$ cat src/rtl/mrtl_pkg.sv
// shared types, codes and defaults of the mesh route table learner
// no dependencies; used by every module of the block but mrtl_ram
package mrtl_pkg;

  localparam int DEF_NEIGHBOR_DEPTH = 256;
  localparam int DEF_ROUTE_DEPTH    = 256;

  localparam logic [47:0] ADDR_ALL_ONES = 48'hFFFF_FFFF_FFFF;

  // reset values of the configuration registers
  localparam logic [7:0] DEF_SUCCESS_WEIGHT = 8'd205;
  localparam logic [7:0] DEF_RANDOM_WEIGHT  = 8'd51;

  // configuration register indexes
  localparam logic [1:0] CFG_LOCAL_ADDRESS  = 2'd0;
  localparam logic [1:0] CFG_SUCCESS_WEIGHT = 2'd1;
  localparam logic [1:0] CFG_RANDOM_WEIGHT  = 2'd2;

  // operation codes
  localparam logic [1:0] OP_HELLO  = 2'd0;
  localparam logic [1:0] OP_ROUTE  = 2'd1;
  localparam logic [1:0] OP_LOOKUP = 2'd2;
  localparam logic [1:0] OP_NOP    = 2'd3;

  // result status codes
  localparam logic [2:0] ST_IGNORED    = 3'd0;
  localparam logic [2:0] ST_UPDATED    = 3'd1;
  localparam logic [2:0] ST_ADDED      = 3'd2;
  localparam logic [2:0] ST_NEIGH_FULL = 3'd3;
  localparam logic [2:0] ST_ROUTE_FULL = 3'd4;
  localparam logic [2:0] ST_HIT        = 3'd5;
  localparam logic [2:0] ST_MISS       = 3'd6;

  // packet loss grading
  localparam logic [7:0] LOSS_MAX    = 8'hFF;
  localparam logic [7:0] GAP_LIMIT   = 8'h10;
  localparam logic [7:0] SUCCESS_MAX = 8'hFF;
  localparam logic [7:0] DIST_MAX    = 8'hFF;

  localparam int DIV_STEPS = 16;

  typedef struct packed {
    logic [1:0]  op;
    logic [47:0] source_address;
    logic [7:0]  sequence_req;
    logic [7:0]  randomness;
    logic [47:0] advertised_destination;
    logic [7:0]  advertised_distance;
    logic [7:0]  advertised_metric;
    logic [7:0]  protocol;
    logic [7:0]  protocol_addr;
  } in_item_t;

  typedef struct packed {
    logic [2:0]  status;
    logic [7:0]  neighbor_index;
    logic [7:0]  route_index;
    logic [7:0]  metric_out;
    logic [47:0] found_destination;
  } out_item_t;

  typedef struct packed {
    logic [47:0] local_address;
    logic [7:0]  success_weight;
    logic [7:0]  random_weight;
  } cfg_t;

  typedef enum logic [3:0] {
    CMD_NONE,
    CMD_LOAD,
    CMD_NSTEP,
    CMD_HMUL,
    CMD_HWRITE,
    CMD_BMUL,
    CMD_DIVINIT,
    CMD_DIVSTEP,
    CMD_BSET,
    CMD_PSTEP,
    CMD_LSTEP
  } dp_cmd_t;

  typedef struct packed {
    logic n_hit;
    logic n_miss;
    logic n_full;
    logic local_eq;
    logic div_done;
    logic r_done;
  } dp_stat_t;

endpackage

$ cat src/rtl/mrtl_ctrl.sv
// sequencing state machine of the mesh route table learner
// depends on mrtl_pkg; drives datapath commands from datapath status
module mrtl_ctrl
  import mrtl_pkg::*;
(
  input  logic       clk,
  input  logic       rst,
  input  logic       in_valid,
  input  logic [1:0] in_op,
  input  logic       out_stall,
  input  dp_stat_t   stat,
  output logic       in_stall,
  output logic       out_valid,
  output dp_cmd_t    cmd
);

  typedef enum logic [3:0] {
    S_IDLE, S_NSCAN, S_HMUL, S_HWRITE, S_BMUL, S_DIVINIT, S_DIV,
    S_BSET, S_PLACE, S_PSCAN, S_LOOK, S_OUT
  } state_t;

  state_t     state, state_next;
  logic [1:0] op, op_next;

  always_comb begin
    state_next = state;
    op_next    = op;
    cmd        = CMD_NONE;
    case (state)
      S_IDLE: begin
        if (in_valid) begin
          cmd     = CMD_LOAD;
          op_next = in_op;
          if (in_op == OP_HELLO || in_op == OP_ROUTE) begin
            state_next = S_NSCAN;
          end else if (in_op == OP_LOOKUP) begin
            state_next = S_LOOK;
          end else begin
            state_next = S_OUT;
          end
        end
      end
      S_NSCAN: begin
        cmd = CMD_NSTEP;
        if (stat.n_hit || stat.n_miss) begin
          if (op == OP_ROUTE) begin
            state_next = S_BMUL;
          end else if (stat.n_miss && stat.n_full) begin
            state_next = S_OUT;
          end else begin
            state_next = S_HMUL;
          end
        end
      end
      S_HMUL: begin
        cmd        = CMD_HMUL;
        state_next = S_HWRITE;
      end
      S_HWRITE: begin
        cmd        = CMD_HWRITE;
        state_next = S_PLACE;
      end
      S_BMUL: begin
        cmd        = CMD_BMUL;
        state_next = S_DIVINIT;
      end
      S_DIVINIT: begin
        cmd        = CMD_DIVINIT;
        state_next = S_DIV;
      end
      S_DIV: begin
        if (stat.div_done) begin
          state_next = S_BSET;
        end else begin
          cmd = CMD_DIVSTEP;
        end
      end
      S_BSET: begin
        cmd        = CMD_BSET;
        state_next = S_PLACE;
      end
      S_PLACE: begin
        state_next = stat.local_eq ? S_OUT : S_PSCAN;
      end
      S_PSCAN: begin
        cmd = CMD_PSTEP;
        if (stat.r_done) begin
          state_next = S_OUT;
        end
      end
      S_LOOK: begin
        cmd = CMD_LSTEP;
        if (stat.r_done) begin
          state_next = S_OUT;
        end
      end
      S_OUT: begin
        if (!out_stall) begin
          state_next = S_IDLE;
        end
      end
      default: begin
        state_next = S_IDLE;
      end
    endcase
  end

  always_ff @(posedge clk) begin
    if (rst) begin
      state <= S_IDLE;
      op    <= OP_NOP;
    end else begin
      state <= state_next;
      op    <= op_next;
    end
  end

  // no transaction is taken while reset is held
  assign in_stall  = rst || (state != S_IDLE);
  assign out_valid = (state == S_OUT);

endmodule

$ cat config.mk
export PLATFORM = sky130hd
export DESIGN_NAME = mrtl_ctrl
export DESIGN_NICKNAME = d
export VERILOG_FILES = /design/src/rtl/mrtl_pkg.sv /design/src/rtl/mrtl_ctrl.sv
export SDC_FILE = /design/constraint.sdc
export NUM_CORES = 1
export LEC_CHECK = 0
export BUFFER_PORTS_ARGS = -buffer_cell sky130_fd_sc_hd__buf_2
export CORE_AREA = 2 2 39 41
export CTS_CLUSTER_DIAMETER = 150
export DETAILED_ROUTE_END_ITERATION = 6
export DIE_AREA = 0 0 41 43
export PLACE_DENSITY = 0.67
export SLEW_MARGIN = 10
export SYNTH_ARGS = -nofsm -noshare
export SYNTH_HDL_FRONTEND = slang
export SYNTH_SLANG_ARGS = --single-unit
$ cat constraint.sdc
create_clock -name clk -period 3.7 [get_ports clk]
set_input_delay 0.185 -clock clk [delete_from_list [all_inputs] [get_ports clk]]
set_output_delay 0.185 -clock clk [all_outputs]
set_load 0.01 [all_outputs]
# Word level (Yosys, flattened, before mapping)
# Cells that the tools add are included.
[totals]
in_bits = 12
register_bits = 6
latch_bits = 0
romBits = 0
ramBits = 0
n_memories = 0
out_inout_bits = 6
[classes]
bitwise = 0
n_addsub = 0
n_lt_le_gt_ge = 0
n_mul = 0
n_eq_ne = 19
n_reduce_logical = 11
shifts = 0
div = 0
mux = 14
[ops]
columns = ["operator", "count"]
rows = [
  ["case mux 4 bit (10 select lines)", 2],
  ["two-way mux 4 bit", 8],
  ["== test 4 x 3 -> 1 bit (second input constant)", 4],
  ["== test 4 bit (second input constant)", 4],
  ["== test 4 x 2 -> 1 bit (second input constant)", 2],
  ["!= test 2 bit (second input constant)", 4],
  ["AND reduction 5 bit", 1],
  ["== test 2 x 1 -> 1 bit (second input constant)", 2],
  ["== test 4 x 1 -> 1 bit (second input constant)", 1],
  ["zero test 4 bit", 1],
  ["nonzero test 4 bit", 1],
  ["OR reduction 2 bit", 2],
  ["logical OR 1 bit", 3],
  ["two-way mux 3 bit", 1],
  ["== test 2 bit (second input constant)", 1],
  ["zero test 2 bit", 1],
  ["two-way mux 1 bit", 2],
  ["two-way mux 2 bit", 1],
  ["!= test 2 x 1 -> 1 bit (second input constant)", 1],
  ["AND reduction 2 bit", 1],
  ["logical AND 1 bit", 1],
]

# Longest topological paths before layout
[depth]
depth_word = 5
ltp_mapped = 7
depth_no_buf = 5

# Worst setup path before layout
# Ideal clock, no wire load.
[synth_path]
path_kind = "register to register"
start = "register state[1]"
end = "register state[1]"
arrival_ns = 1.545
synth_period_minus_slack_ns = 1.624
setup_time_ns = 0.079
slack_ns = 2.076
path_buffers = 0
stages_incl_launch_ff = 6
required_ns = 3.621
path_cell_list = "dfxtp_1 -> or2_2 -> o22ai_1 -> a22o_1 -> or4_1 -> a211oi_2"
[synth_between]
elab_chain_len = 4
elab_cells_between_ends = 21
[synth_rtl]
columns = ["element", "line_no", "rtl"]
rows = [
  ["start: declaration", "mrtl_ctrl.sv:22", "state_t state, state_next;"],
  ["start signal: assignment", "mrtl_ctrl.sv:113", "state <= state_next;"],
  ["== test 4 bit", "mrtl_ctrl.sv:29", "case (state)"],
  ["OR reduction 2 bit (no line)", "--", ""],
  ["!= test 2 x 1 -> 1 bit (no line)", "--", ""],
  ["AND reduction 5 bit (no line)", "--", ""],
]
# Several ways; a longest one is shown, not always the timed one.
# A chain may end at the register's enable or synchronous reset.

# Final worst setup path
# Same ends and word-level chain as after synthesis.

==> impl_metrics.env <==
export IMPL_wirelength_um=1320
export IMPL_async_flop_share=0
export IMPL_vias=644
export IMPL_die_x_um=41
export IMPL_ys_seq_area_frac=0.212
export IMPL_core_region_area_mm2=0.00138
export IMPL_vdd_drop_max_mv=0.370
export IMPL_cts_tree="built"
export IMPL_cts_htree_levels=1
export IMPL_hold_depth=2
export IMPL_cts_buffer_depth=2
export IMPL_maxSlewViolCount=0
export IMPL_outcome="finished, final reports clean"
export IMPL_fin_crit_ps=2020
export IMPL_p_sw_frac=0.469
export IMPL_min_path_type="in2reg"
export IMPL_r2r_cells=5
export IMPL_ant_nets=0
export IMPL_grt_overflow=0
export IMPL_power_density_mw_per_mm2=677
export IMPL_grt_pass1_wl_um=2060
export IMPL_synth_warnings=0
export IMPL_crit_type="reg2reg"
export IMPL_synth_seq_cells=6
export IMPL_syn_area_um2=566
export IMPL_start_util=0.409
export IMPL_clock_power_share=0.126
export IMPL_rsz0062_at_grt="no"
export IMPL_viasPerCell=5.60
export IMPL_start_kind="flip-flop"
export IMPL_gp_congestion=0.829
export IMPL_syn_area_per_cell_um2=6.73
export IMPL_grt_max_degree=19
export IMPL_wl_per_cell_um=11.5
export IMPL_end_kind="flip-flop"
export IMPL_cts_resized=0
export IMPL_rrSetupSlack_ps=1680
export IMPL_grt_pass1_vias=496
export IMPL_drive_gt1_frac=0.242
export IMPL_hold_viol=0
export IMPL_antenna_found_initial=0
export IMPL_port_buffers=17
export IMPL_p_int_mw=0.241
export IMPL_worst_pin_slew_ps=515
export IMPL_cap_violations=0
export IMPL_netlist_instances=84
export IMPL_cts_sink_count=6
export IMPL_setup_viol=0
export IMPL_fill_cells=147
export IMPL_cts_clk_slew_worst_paths_ps=40
export IMPL_leakage_nw=0.284
export IMPL_arrival_ps=2180
export IMPL_final_common_cell="buf_2"
export IMPL_switching_power_mw=0.213
export IMPL_cts_hold_fix_buffers=0
export IMPL_synth_edf_count=0
export IMPL_combPwrFrac=0.552
export IMPL_dpl_cell_count=112
export IMPL_first_pass_iters=4
export IMPL_pin_count=18
export IMPL_root_buffer="clkbuf_4"
export IMPL_nets=113
export IMPL_antenna_cells=0
export IMPL_die_h_um=43
export IMPL_clk_latency_ps=230
export IMPL_area_growth_pct=18.6
export IMPL_skew_ps=2.17
export IMPL_final_cells=115
export IMPL_timing_final_crit_share=0.546
export IMPL_ys_flop_type="dfxtp_1"
export IMPL_hpwl_um=1040
export IMPL_critPathRequiredTime_ps=3860
export IMPL_seq_power_share=0.322
export IMPL_cts_buffers=3
export IMPL_drc=0
export IMPL_drtIter0Drc=12
export IMPL_fin_setup_tns_ps=0
export IMPL_die_area_mm2=0.00176
export IMPL_max_freq_mhz=495
export IMPL_rows=14
export IMPL_final_cell_mix="buf_2 (17), nor2_1 (10), o21ai_0 (8)"
export IMPL_slew_headroom=0.656
export IMPL_synth_cell_types=31
export IMPL_track_usage=0.166
export IMPL_worst_path_max_fanout=15
export IMPL_synth_nets=96
export IMPL_postCtsSetupBuffers=0
[cells in the mapped netlist, types with 3 or more instances]
| master | instances | area share |
|---|---|---|
| buf_2 | 3 | 0.027 |
| a21oi_1 | 3 | 0.027 |
| nor3_1 | 3 | 0.027 |
| inv_1 | 5 | 0.033 |
| nor2_1 | 10 | 0.066 |
| nand2b_1 | 6 | 0.066 |
| dfxtp_1 | 6 | 0.21 |
| o21ai_0 | 8 | 0.071 |
| nand2_1 | 7 | 0.046 |
| o22ai_1 | 4 | 0.044 |
[metal layers]
metal,up-vias,GRT usage,part of all wire
met5,-,0,0
met1,279,0.233,0.46
met2,25,0.244,0.47
met3,0,0.0471,0.069
li1,340,-,-
met4,0,0.0400,0
[flip-flops by register name, summed over array words and instances, names as in the netlist]
register  flops
state         4
op            2
[final cells by class]
type	count	area, µm²	area share
multi-input combinational	68	404	0.603
sequential	6	120	0.179
timing repair buffer	17	85.1	0.127
clock buffer	3	22.5	0.0336
tap	16	20.0	0.0299
inverter	5	18.8	0.0280
[through the flow]
step                power, mW  hold slack, ps  setup slack [ps]  cell area (µm²)   util
finish                  0.454             219              1680              671  0.485
global route            0.502             208              1560              671  0.485
CTS                     0.458             212              1690              671  0.485
detailed placement      0.398             454              1690              648  0.468
global placement        0.394             445              1750              648  0.468
floorplan               0.335             250              2080              566      -
[power by group through the flow]
stage | registers [mW] | logic (mW) | clock network, mW
finish | 0.146 | 0.251 | 0.0571
global route | 0.152 | 0.285 | 0.0659
CTS | 0.145 | 0.252 | 0.0608
detailed placement | 0.147 | 0.251 | 0
global placement | 0.146 | 0.248 | 0
floorplan | 0.101 | 0.234 | 0
[path summary, 6_finish.rpt]
path	start	end
max	state[1]	state[1]
max reg2reg	state[1]	state[1]
min	rst	state[1]
min reg2reg	op[1]	op[1]
[cell families (layout without fill, tap and decap cells)]
family	Yosys count	after routing	synth area share
AO/OA/AOI/OAI	29	29	0.347
buffers and inverters	10	25	0.0730
flip-flops	6	6	0.212
AND/OR/NAND/NOR	39	39	0.367
[critical path: stages, from the launching register on]
cell      delay (ps)
dfxtp_1          570
or2_2            240
o22ai_1          110
a22o_1           270
or4_1            530
a211oi_2         220
Note: power is estimated with default switching activity, not from simulation.
